`src/sv/sks_pkg.sv`:
```
// Package for the servo keyframe stepper.
// Holds the word types, configuration codes, controller states and the initial pose.
// Depends on nothing; every other file of the block but sks_ram imports it.
package sks_pkg;

  localparam int CFG_IDX_W  = 2;
  localparam int CFG_DATA_W = 10;

  localparam logic [CFG_IDX_W-1:0] CFG_FRAME_COUNT = 2'd0;
  localparam logic [CFG_IDX_W-1:0] CFG_STEP_SIZE   = 2'd1;

  localparam logic OP_LOAD = 1'b0;
  localparam logic OP_TICK = 1'b1;

  typedef struct packed {
    logic       op;
    logic [5:0] frame;
    logic [3:0] joint;
    logic [9:0] target_pulse;
  } in_word_t;

  typedef struct packed {
    logic [3:0] joint_id;
    logic [9:0] pulse;
    logic       in_position;
    logic [5:0] frame_index;
    logic       last;
  } out_word_t;

  typedef enum logic [1:0] {
    ST_IDLE,
    ST_FETCH,
    ST_STEP
  } state_t;

  typedef struct packed {
    logic load_en;
    logic start;
    logic rd_en;
    logic rd_next;
    logic step_en;
  } dp_cmd_t;

  typedef struct packed {
    logic slot_free;
    logic joint_last;
  } dp_status_t;

  function automatic logic [9:0] init_pose(input int idx);
    logic [9:0] val;
    case (idx)
      0: val = 10'd497;
      1: val = 10'd500;
      2: val = 10'd399;
      3: val = 10'd600;
      4: val = 10'd500;
      5: val = 10'd500;
      6: val = 10'd613;
      7: val = 10'd388;
      8: val = 10'd504;
      9: val = 10'd497;
      default: val = 10'd500;
    endcase
    return val;
  endfunction

endpackage

```
`src/sv/sks_ctrl.sv`:
```
// Controller of the servo keyframe stepper: sequences loads and ticks.
// Depends on sks_pkg for the state type and the command and status structs.
module sks_ctrl
  import sks_pkg::*;
(
  input  logic       clk,
  input  logic       rst_n,
  input  logic       in_valid,
  input  logic       in_op,
  output logic       in_ready,
  input  dp_status_t status,
  output dp_cmd_t    cmd
);

  state_t state_r;
  state_t state_nxt;

  always_ff @(posedge clk) begin
    if (!rst_n) begin
      state_r <= ST_IDLE;
    end else begin
      state_r <= state_nxt;
    end
  end

  always_comb begin
    state_nxt = state_r;
    cmd       = '0;
    in_ready  = 1'b0;
    case (state_r)
      ST_IDLE: begin
        in_ready = 1'b1;
        if (in_valid) begin
          if (in_op == OP_TICK) begin
            cmd.start = 1'b1;
            state_nxt = ST_FETCH;
          end else begin
            cmd.load_en = 1'b1;
          end
        end
      end
      ST_FETCH: begin
        cmd.rd_en = 1'b1;
        state_nxt = ST_STEP;
      end
      ST_STEP: begin
        if (status.slot_free) begin
          cmd.step_en = 1'b1;
          if (status.joint_last) begin
            state_nxt = ST_IDLE;
          end else begin
            cmd.rd_en   = 1'b1;
            cmd.rd_next = 1'b1;
          end
        end
      end
      default: begin
        state_nxt = ST_IDLE;
      end
    endcase
  end

endmodule

```
`config.mk`:
```
export PLATFORM = sky130hd
export DESIGN_NAME = sks_ctrl
export DESIGN_NICKNAME = d
export VERILOG_FILES = /design/src/sv/sks_pkg.sv /design/src/sv/sks_ctrl.sv
export SDC_FILE = /design/constraint.sdc
export NUM_CORES = 1
export LEC_CHECK = 0
export BUFFER_PORTS_ARGS = -buffer_cell sky130_fd_sc_hd__buf_2
export CORE_AREA = 2 2 39 41
export CTS_CLUSTER_SIZE = 25
export DETAILED_ROUTE_END_ITERATION = 12
export DIE_AREA = 0 0 41 43
export HOLD_SLACK_MARGIN = 0.02
export PLACE_DENSITY = 0.46
export SLEW_MARGIN = 20
export SYNTH_ARGS = -nofsm -noshare
export SYNTH_HDL_FRONTEND = slang
export SYNTH_SLANG_ARGS = --single-unit
```
`constraint.sdc`:
```
create_clock -name clk -period 1.2 [get_ports clk]
set_input_delay 0.24 -clock clk [delete_from_list [all_inputs] [get_ports clk]]
set_output_delay 0.24 -clock clk [all_outputs]
set_load 0.02 [all_outputs]
```
==> results by group, run 1 <==
Clock network
  – Worst-path clk slew: 30 ps
  – H-tree levels: 1
  – Clock Path Buffers: 2
  – Root Driver: clkbuf_4
  – CTS tree: built
  – Insertion delay to the later sink of the worst-skew pair: between 200 and 250 ps
  – Clock Sinks: 2
  – Hold_buf cts: 0
  – Postcts setup bufs: 0
  – CTS Buf Count: 3

Layout
  – Nets@finish: 49
  – Most common cell after layout, fill and taps aside: buf_2
  – Most frequent cells in the layout: buf_2 (10), nand2_1 (5), clkbuf_4 (3)
  – Most flop-heavy register: state_r
  – Number of antenna diodes: 0
  – Fillers: 164
  – Biggest regs: state_r: 2 flops
  – Layout Cells excl Fill: 54
  – Final Util: 0.2414
  – Number of flip-flops in the largest register: 2
  – Layout cell share with drive strength beyond 1: 0.7105
  – Area growth from synthesis to layout: 78.00%
  – Design Area, Final: about 330 um^2

Synth
  – Cell count after synthesis: 22
  – Main combinational cell family by area after synthesis: simple AND/OR/NAND/NOR gates
  – Multiplexer share of the synthesized area: 0.05333
  – Top_reg_cell synth: dfxtp_1
  – Distinct cell type count after synthesis: 14
  – Netlist Area Pre-Place: between 150 and 200 um^2
  – Area leader, netlist: dfxtp_1
  – Post-synth EDFFs: 0
  – Post-Syn Area per Cell: between 8 and 9 um^2
  – Simple-gate share of the synthesized area: 0.3000
  – Seq cells post-synth: 2
  – Syn Nets: 31
  – Synth Area in Compound Gates: 0.1933
  – Synthesis Warnings: 0
  – Adder-cell area share of the yosys netlist: 0.2000
  – Area share of the largest cell type after synthesis: 0.2133
  – Async S/R FF share, synth: 0
  – Post-Synth XOR/XNOR Area: 0
  – Top post-synthesis cells by area: dfxtp_1 (21%), ha_1 (20%), nand2_1 (10%)
  – Sequential area share after synthesis: 0.2133

Setup path
  – Critical path, cell by cell: inv_2 -> ha_4 -> and2_4 -> nor2b_4 -> o21a_4 -> buf_6
  – Buf/Inv on CP: 2
  – Crit path max fanout: 2
  – Crit path kind: flop to output port
  – CP endpoint kind: output port
  – Top delay family on crit path: flip-flops
  – Register-to-Register Path Depth: 5
  – WP data arrival: 1280 ps
  – CP max-delay cell: dfxtp_2
  – CP required: between 900 and 1000 ps
  – CP max stage delay: ~320 ps
  – Critical Path Source Type: flop
  – WP depth: 6

Placed design
  – Gpl congestion: approximately 0.7
  – DP Cell Count: 51
  – I/O Buffers: 11
  – DP HPWL: between 300 and 400 um
  – Post-DP Area: just under 300 um^2

Global route
  – Number of global-route vias before repair: 198
  – Initial antenna violation count: 0
  – First-pass GRT wire length: a little over 700 um
  – Total gr overflow: 0
  – Gr usage total: 0.05912
  – Largest net degree at the start of global routing: 5

STA
  – Clock Skew: between 0.6 and 0.7 ps
  – Slew HR: 0.9251
  – Fmax: 655.9 MHz
  – Hold slack: between 200 and 300 ps
  – Final hold violation count: 0
  – # setup viols final: 6
  – Fin worst setup slack: -324.7 ps
  – Minimum clock period: about 1500 ps
  – Final Max Slew Viols: 0
  – Crit share post-route: 1.271
  – Unrepaired setup endpoints after global routing: true
  – Actual slew at the worst max-slew pin: approximately 110 ps

Route
  – Drc violations: 0
  – Detailed Route WL: between 400 and 500 um
  – Routed WL per cell: ~8.0 um
  – Initial DRT Pass Iterations: 1
  – Routed vias/inst: 3.667
  – Initial DRC count: 0
  – Vias: just under 200
  – Post-DRT Antenna Nets: 0

Die
  – I/O pin cnt: 12
  – Die height: about 43 um
  – Core area: roughly 1400 um^2
  – Starting Density: 0.1356
  – # rows: 14
  – Die X: a little over 40 um
  – Die area: ~1800 um^2

Hold path
  – Hold depth: 2
  – Hold Crit Class: primary input to flop

Power and ir drop
  – P_leak: about 0.15 nW
  – Max VDD drop: 0.4064 mV
  – Pwr per Cell Area: around 950 nW/um^2

Run status
  – Outcome: finished, violations left
  – Failing checks: negative setup slack

Flow run
  – Max-cap violations: 0
repair_timing:
| item | in CTS | in global routing |
|---|---|---|
| cloned | 0 | 0 |
| setup endpoints to repair | 7 | 7 |
| gates resized for setup | 4 | 0 |
| pin swaps | 2 | 0 |
logic make-up after synthesis:
kind of cell,after synthesis
buffers and inverters,2
DFF,2
muxes,1
and+or+nand+nor,10
AOI/OAI and AO/OA,4
adders and majority gates,3
synthesized netlist by cell type (all sizes together) (2+ instances only):
cell	count
nor2b	2
nand2	5
ha	3
inv	2
dfxtp	2
layer usage:
layer,wire [um],share of wire,vias up,GRT usage
met4,0,0,0,0.04000
met2,209,0.49,6,0.09063
met1,198,0.46,85,0.06709
met3,22,0.051,0,0.01571
li1,-,-,107,-
met5,0,0,-,0
final cells by class:
cell class / instances / area [um^2] / share of cell area
flip-flops and latches: 2 / 42.54 / 0.1273
clock buffers: 3 / 22.52 / 0.06742
multi-input cells: 18 / 165.2 / 0.4944
repair buffers: 13 / 76.32 / 0.2285
well taps: 16 / 20.02 / 0.05993
inverters: 2 / 7.507 / 0.02247
metrics by stage:
stage / power (mW) / worst slack (ps) / TNS [ps]
floorplan: 0.1339 / -134.5 / -279.5
global placement: 0.1697 / -162.8 / -181.8
detailed placement: 0.1702 / -162.4 / -196.0
CTS: 0.3291 / -344.3 / -1182
global route: 0.3439 / -375.7 / -1522
finish: 0.3164 / -324.7 / -1062
path summary, 6_finish.rpt:
| kind | start | end | slack (ps) |
|---|---|---|---|
| max reg2reg | state_r[1] | state_r[0] | 10 |
| min | rst_n | state_r[0] | 280 |
| min reg2reg | state_r[1] | state_r[1] | 490 |
| max | state_r[0] | cmd[2] | -320 |
where the power goes:
| part | leakage (nW) | switching [mW] | total (mW) | internal [mW] |
|---|---|---|---|---|
| Combinational | 0.124 | 0.0515 | 0.0956 | 0.0441 |
| Clock | 0.0138 | 0.0343 | 0.144 | 0.110 |
| Sequential | 0.0172 | 0.00394 | 0.0764 | 0.0725 |
No activity file was read; power rests on OpenSTA's default activity.
==> run 2: changes to the inputs <==
--- a/config.mk
+++ b/config.mk
@@ -5,13 +5,14 @@
 export SDC_FILE = /design/constraint.sdc
 export NUM_CORES = 1
 export LEC_CHECK = 0
-export BUFFER_PORTS_ARGS = -buffer_cell sky130_fd_sc_hd__buf_2
+export BUFFER_PORTS_ARGS = -buffer_cell sky130_fd_sc_hd__clkbuf_2
 export CORE_AREA = 2 2 39 41
 export CTS_CLUSTER_SIZE = 25
 export DETAILED_ROUTE_END_ITERATION = 12
 export DIE_AREA = 0 0 41 43
 export HOLD_SLACK_MARGIN = 0.02
 export PLACE_DENSITY = 0.46
+export RECOVER_POWER = 100
 export SLEW_MARGIN = 20
 export SYNTH_ARGS = -nofsm -noshare
 export SYNTH_HDL_FRONTEND = slang
==> results by group, run 2 (same netlist as run 1, synthesis figures left out) <==
STA
  – Minimum clock period: between 1500 and 2000 ps
  – # setup viols final: 6
  – Setup TNS: -1303 ps
  – Clock Skew: 2.181 ps
  – Final hold violation count: 0
  – Fmax: roughly 650 MHz
  – Unrepaired setup endpoints after global routing: true
  – Final Max Slew Viols: 0
  – Actual slew at the worst max-slew pin: 206.2 ps
  – Crit share post-route: 1.281
  – Fin worst setup slack: -337.8 ps
  – Slew HR: 0.8617

Global route
  – Total gr overflow: 0
  – Gr usage total: 0.07007
  – Largest net degree at the start of global routing: 5
  – First-pass GRT wire length: a little under 800 um
  – Number of global-route vias before repair: around 230
  – Initial antenna violation count: 0

Power and ir drop
  – Pwr per Cell Area: 825.1 nW/um^2
  – P_leak: 0.2006 nW
  – Max VDD drop: ~0.60 mV

Clock network
  – CTS tree: built
  – Clock Sinks: 2
  – Worst-path clk slew: about 30 ps
  – Insertion delay to the later sink of the worst-skew pair: around 230 ps
  – H-tree levels: 1
  – Root Driver: clkbuf_4
  – CTS Buf Count: 3
  – Clock Path Buffers: 2

Hold path
  – Hold Crit Class: primary input to flop

Flow run
  – Max-cap violations: 0

Route
  – Drc violations: 0
  – Post-DRT Antenna Nets: 0
  – Routed vias/inst: 3.763
  – Initial DRC count: 4
  – Vias: between 200 and 250
  – Routed WL per cell: roughly 8.0 um
  – Initial DRT Pass Iterations: 2
  – Detailed Route WL: around 470 um

Placed design
  – I/O Buffers: 11
  – Pre-CTS setup slack: -170.0 ps
  – DP HPWL: 383.1 um
  – Gpl congestion: approximately 0.7

Setup path
  – WP data arrival: 1300 ps
  – Crit path max fanout: 2
  – CP max-delay cell: dfxtp_2
  – Critical path, cell by cell: inv_2 -> ha_4 -> and2_4 -> nor2b_4 -> o21a_4 -> buf_8
  – CP endpoint kind: output port
  – CP required: between 900 and 1000 ps
  – Crit path kind: flop to output port
  – Critical Path Source Type: flop
  – CP max stage delay: around 320 ps

Layout
  – Nets@finish: 54
  – Fillers: approximately 140
  – Layout cell share with drive strength beyond 1: 0.8372
  – Most frequent cells in the layout: buf_4 (6), clkbuf_2 (5), buf_8 (5)
  – Most flop-heavy register: state_r
  – Most common cell after layout, fill and taps aside: buf_4
  – Area growth from synthesis to layout: 145.3%
  – Number of antenna diodes: 0
  – Number of flip-flops in the largest register: 2
  – Biggest regs: state_r: 2 flops

Die
  – Core area: approximately 1400 um^2
  – Die X: 41 um
  – Starting Density: 0.1356
  – # rows: 14
  – Die area: 1763 um^2
  – Die height: between 40 and 50 um
  – I/O pin cnt: 12

Run status
  – Outcome: finished, violations left
  – Failing checks: negative setup slack
-- run 2: cell types whose count changed in the layout (fill, tap and decap cells not counted), sizes merged --
cell / before / now
buf: 13 / 12
clkbuf: 3 / 9
-- run 2: power breakdown --
group / internal (mW) / leakage (nW) / total (mW) / switching [mW]
clock network: 0.110 / 0.0138 / 0.148 / 0.0380
logic: 0.0901 / 0.170 / 0.155 / 0.0650
registers: 0.0725 / 0.0172 / 0.0767 / 0.00412
total: 0.273 / 0.201 / 0.380 / 0.107
-- run 2: stage by stage --
| stage | cells | hold WS (ps) | utilization | instance area, um^2 | total power, mW |
|---|---|---|---|---|---|
| 6_report | 59 | 261.2 | 0.3327 | 460.4 | 0.3799 |
| 5_1_grt | 59 | 265.8 | 0.3327 | 460.4 | 0.4049 |
| 3_5_place_dp | 55 | 483.2 | 0.2342 | 324.1 | 0.1810 |
| 3_3_place_gp | 55 | 478.4 | 0.2342 | 324.1 | 0.1804 |
| 4_1_cts | 60 | 264.4 | 0.3210 | 444.2 | 0.3697 |
| 2_1_floorplan | 22 | 356.8 | - | 203.9 | 0.1339 |
-- run 2: timing repair --
| item | in CTS | in global routing |
|---|---|---|
| pin swaps | 3 | 1 |
| gates resized for setup | 17 | 9 |
| buffers inserted | 2 | 0 |
| setup endpoints to repair | 7 | 7 |
| hold buffers | 0 | 0 |
-- run 2: worst paths after layout --
check	startpoint	endpoint	slack, ps	cells past startpoint
max reg2reg	state_r[0]	state_r[0]	30	6
max	state_r[0]	cmd[2]	-340	6
min	rst_n	state_r[0]	260	2
min reg2reg	state_r[1]	state_r[1]	490	2
-- run 2: layer usage --
layer  vias to the layer above  GRT usage  part of all wire
met4                         0    0.04000                 0
met2                         8     0.1031              0.52
met1                       100    0.06688              0.37
met5                         -          0                 0
li1                        114          -                 -
met3                         0    0.05236              0.11
-- run 2: final cells by class --
type / instances / area [um^2] / share of cell area
multi-input combinational: 18 / 197.7 / 0.4293
inverter: 2 / 7.507 / 0.01630
timing repair buffer: 18 / 170.2 / 0.3696
tap: 16 / 20.02 / 0.04348
clock buffer: 3 / 22.52 / 0.04891
sequential: 2 / 42.54 / 0.09239
-- run 2: worst max-delay path, delay by kind of cell (launching register included) --
kind            cells  cell delay, ps
buf+inv             2             170
fa+ha+maj           1             140
compound gates      1             190
flops               1             320
simple gates        2             250
==> run 3: changes to the inputs <==
--- a/config.mk
+++ b/config.mk
@@ -5,13 +5,14 @@
 export SDC_FILE = /design/constraint.sdc
 export NUM_CORES = 1
 export LEC_CHECK = 0
+export ABC_AREA = 1
 export BUFFER_PORTS_ARGS = -buffer_cell sky130_fd_sc_hd__clkbuf_2
 export CORE_AREA = 2 2 39 41
 export CTS_CLUSTER_SIZE = 25
 export DETAILED_ROUTE_END_ITERATION = 12
 export DIE_AREA = 0 0 41 43
 export HOLD_SLACK_MARGIN = 0.02
-export PLACE_DENSITY = 0.46
+export PLACE_DENSITY = 0.38
 export RECOVER_POWER = 100
 export SLEW_MARGIN = 20
 export SYNTH_ARGS = -nofsm -noshare
==> results by group, run 3 <==
Run status
  – Outcome: finished, violations left
  – Failing checks: negative setup slack

Placed design
  – I/O Buffers: 11
  – DP Cell Count: 63
  – Gpl congestion: between 0.6 and 0.7
  – DP HPWL: 380.5 um
  – Post-DP Area: slightly above 300 um^2

Synth
  – Synthesis Warnings: 0
  – Post-synth EDFFs: 0
  – Area leader, netlist: nand2_1
  – Seq cells post-synth: 2
  – Top post-synthesis cells by area: nand2_1 (22%), dfxtp_1 (22%), ha_1 (20%)
  – Sequential area share after synthesis: 0.2177
  – Post-Syn Area per Cell: roughly 5.9 um^2
  – Netlist Area Pre-Place: ~180 um^2
  – Async S/R FF share, synth: 0
  – Cell count after synthesis: 31
  – Top cells by count, synth: nand2_1 (11), inv_1 (6), nor2_1 (4), ha_1 (3)
  – Top_reg_cell synth: dfxtp_1
  – Most common cell in the netlist: nand2_1
  – Syn Nets: 40
  – Area share of the largest cell type after synthesis: 0.2245
  – Distinct cell type count after synthesis: 9

Die
  – # rows: 14
  – Die area: 1763 um^2
  – Core area: around 1400 um^2
  – I/O pin cnt: 12
  – Die height: around 43 um
  – Starting Density: 0.1329
  – Die X: 41 um

Hold path
  – Hold Crit Class: primary input to flop
  – Hold depth: 3
  – Hold path start: rst_n

Setup path
  – Worst R2R End: state_r[1]
  – Critical Path Source Type: flop
  – Reg2reg start: state_r[0]
  – Register-to-Register Path Depth: 9
  – Crit path max fanout: 2
  – Crit path kind: flop to output port
  – CP endpoint kind: output port
  – Setup crit start: state_r[0]
  – CP required: 960 ps
  – Critical path endpoint: cmd[2]
  – R2R Setup Slk: approximately 40 ps
  – WP data arrival: 1300 ps

Power and ir drop
  – Pwr per Cell Area: about 1300 nW/um^2
  – Max VDD drop: 0.5680 mV
  – P_leak: 0.2329 nW
  – Power, Total: just under 0.6 mW

Layout
  – Design Area, Final: 446.7 um^2
  – Fillers: 163
  – Biggest regs: state_r: 2 flops
  – Most common cell after layout, fill and taps aside: buf_4
  – Area growth from synthesis to layout: 142.9%
  – Most flop-heavy register: state_r
  – Layout cell share with drive strength beyond 1: 0.6852
  – Number of antenna diodes: 0
  – Most frequent cells in the layout: buf_4 (9), nand2_1 (8), clkbuf_2 (5)
  – Number of flip-flops in the largest register: 2
  – Nets@finish: 65
  – Layout Cells excl Fill: 70

STA
  – Crit share post-route: 1.282
  – Final hold violation count: 0
  – Final Max Slew Viols: 0
  – Fin worst setup slack: -338.0 ps
  – Setup TNS: -1276 ps
  – Fmax: about 650 MHz
  – # setup viols final: 6
  – Actual slew at the worst max-slew pin: between 150 and 200 ps
  – Minimum clock period: roughly 1500 ps
  – Unrepaired setup endpoints after global routing: true
  – Slew HR: 0.8979
  – Clock Skew: between 1 and 1.5 ps

Route
  – Detailed Route WL: approximately 500 um
  – Initial DRT Pass Iterations: 2
  – Top sig layer: met3
  – Met2 WL: roughly 250 um
  – Initial DRC count: 2
  – Vias: roughly 250
  – Routed vias/inst: between 3 and 4
  – Post-DRT Antenna Nets: 0
  – Drc violations: 0
  – Metal3 WL: around 28 um
  – Routed WL per cell: around 7 um
  – Metal-1 WL: roughly 220 um

Flow run
  – Max-cap violations: 0

Clock network
  – CTS tree: built
  – CTS Buf Count: 3
  – Clock Path Buffers: 2
  – Worst-path clk slew: ~30 ps
  – Clock Sinks: 2
  – Hold_buf cts: 0
  – Insertion delay to the later sink of the worst-skew pair: 220 ps
  – H-tree levels: 1
  – Root Driver: clkbuf_4

Global route
  – First-pass GRT wire length: approximately 800 um
  – Number of global-route vias before repair: 220
  – Largest net degree at the start of global routing: 5
  – Total gr overflow: 0
  – Gr usage total: 0.06814
  – Initial antenna violation count: 0
-- run 3: metal layers --
metal,global-route usage,vias up
li1,-,134
met1,0.08307,112
met2,0.09375,6
met3,0.01571,0
met4,0.06000,0
met5,0,-
-- run 3: stage by stage --
stage               utilization  hold slack, ps  setup slack (ps)
global route             0.3228           231.2            -422.2
floorplan                     -           349.2            -134.6
global placement         0.2215           462.6            -173.7
finish                   0.3228           224.8            -338.0
CTS                      0.2920           218.6            -365.1
detailed placement       0.2215           463.1            -178.8
-- run 3: cells by family after synthesis --
logic type / count (synthesis) / synth area share
AO/OA/AOI/OAI: 1 / 0.02718
AND/OR/NAND/NOR: 18 / 0.4082
adder cells (fa/ha/maj): 3 / 0.2041
flip-flops: 2 / 0.2177
buffers and inverters: 7 / 0.1428
-- run 3: final cells by class --
class,instances,area [um^2],share of cell area
Inverter,7,26.28,0.05882
Tap cell,16,20.02,0.04482
Timing Repair Buffer,20,175.2,0.3922
Clock buffer,3,22.52,0.05042
Sequential cell,2,42.54,0.09524
Multi-Input combinational cell,22,160.2,0.3585
-- run 3: worst min-delay path by stage --
stage | endpoint | slack (ps)
2_1_floorplan | state_r[0] | 350
3_3_place_gp | state_r[0] | 460
3_5_place_dp | state_r[0] | 460
4_1_cts | state_r[1] | 220
5_1_grt | state_r[0] | 230
6_report | state_r[0] | 220
-- run 3: what timing repair did --
item,4_1_cts,5_1_grt
endpoints found under the hold margin,0,0
pin swaps,0,3
buffers inserted,2,2
resized for setup,17,11
endpoints found under the setup margin,7,8
-- run 3: worst max-delay path: stages (launching register included) --
cell and delay, ps:
dfxtp_2 310, inv_2 70, ha_4 130, nand2_2 50, or2_1 210, inv_2 60, nor2_2 40, nor2_4 80
buf_8 110
-- run 3: power by group --
| group | total, mW | leakage [nW] | switching, mW | internal (mW) |
|---|---|---|---|---|
| registers | 0.0918 | 0.0172 | 0.0106 | 0.0812 |
| logic | 0.347 | 0.202 | 0.161 | 0.186 |
| clock network | 0.145 | 0.0138 | 0.0352 | 0.110 |
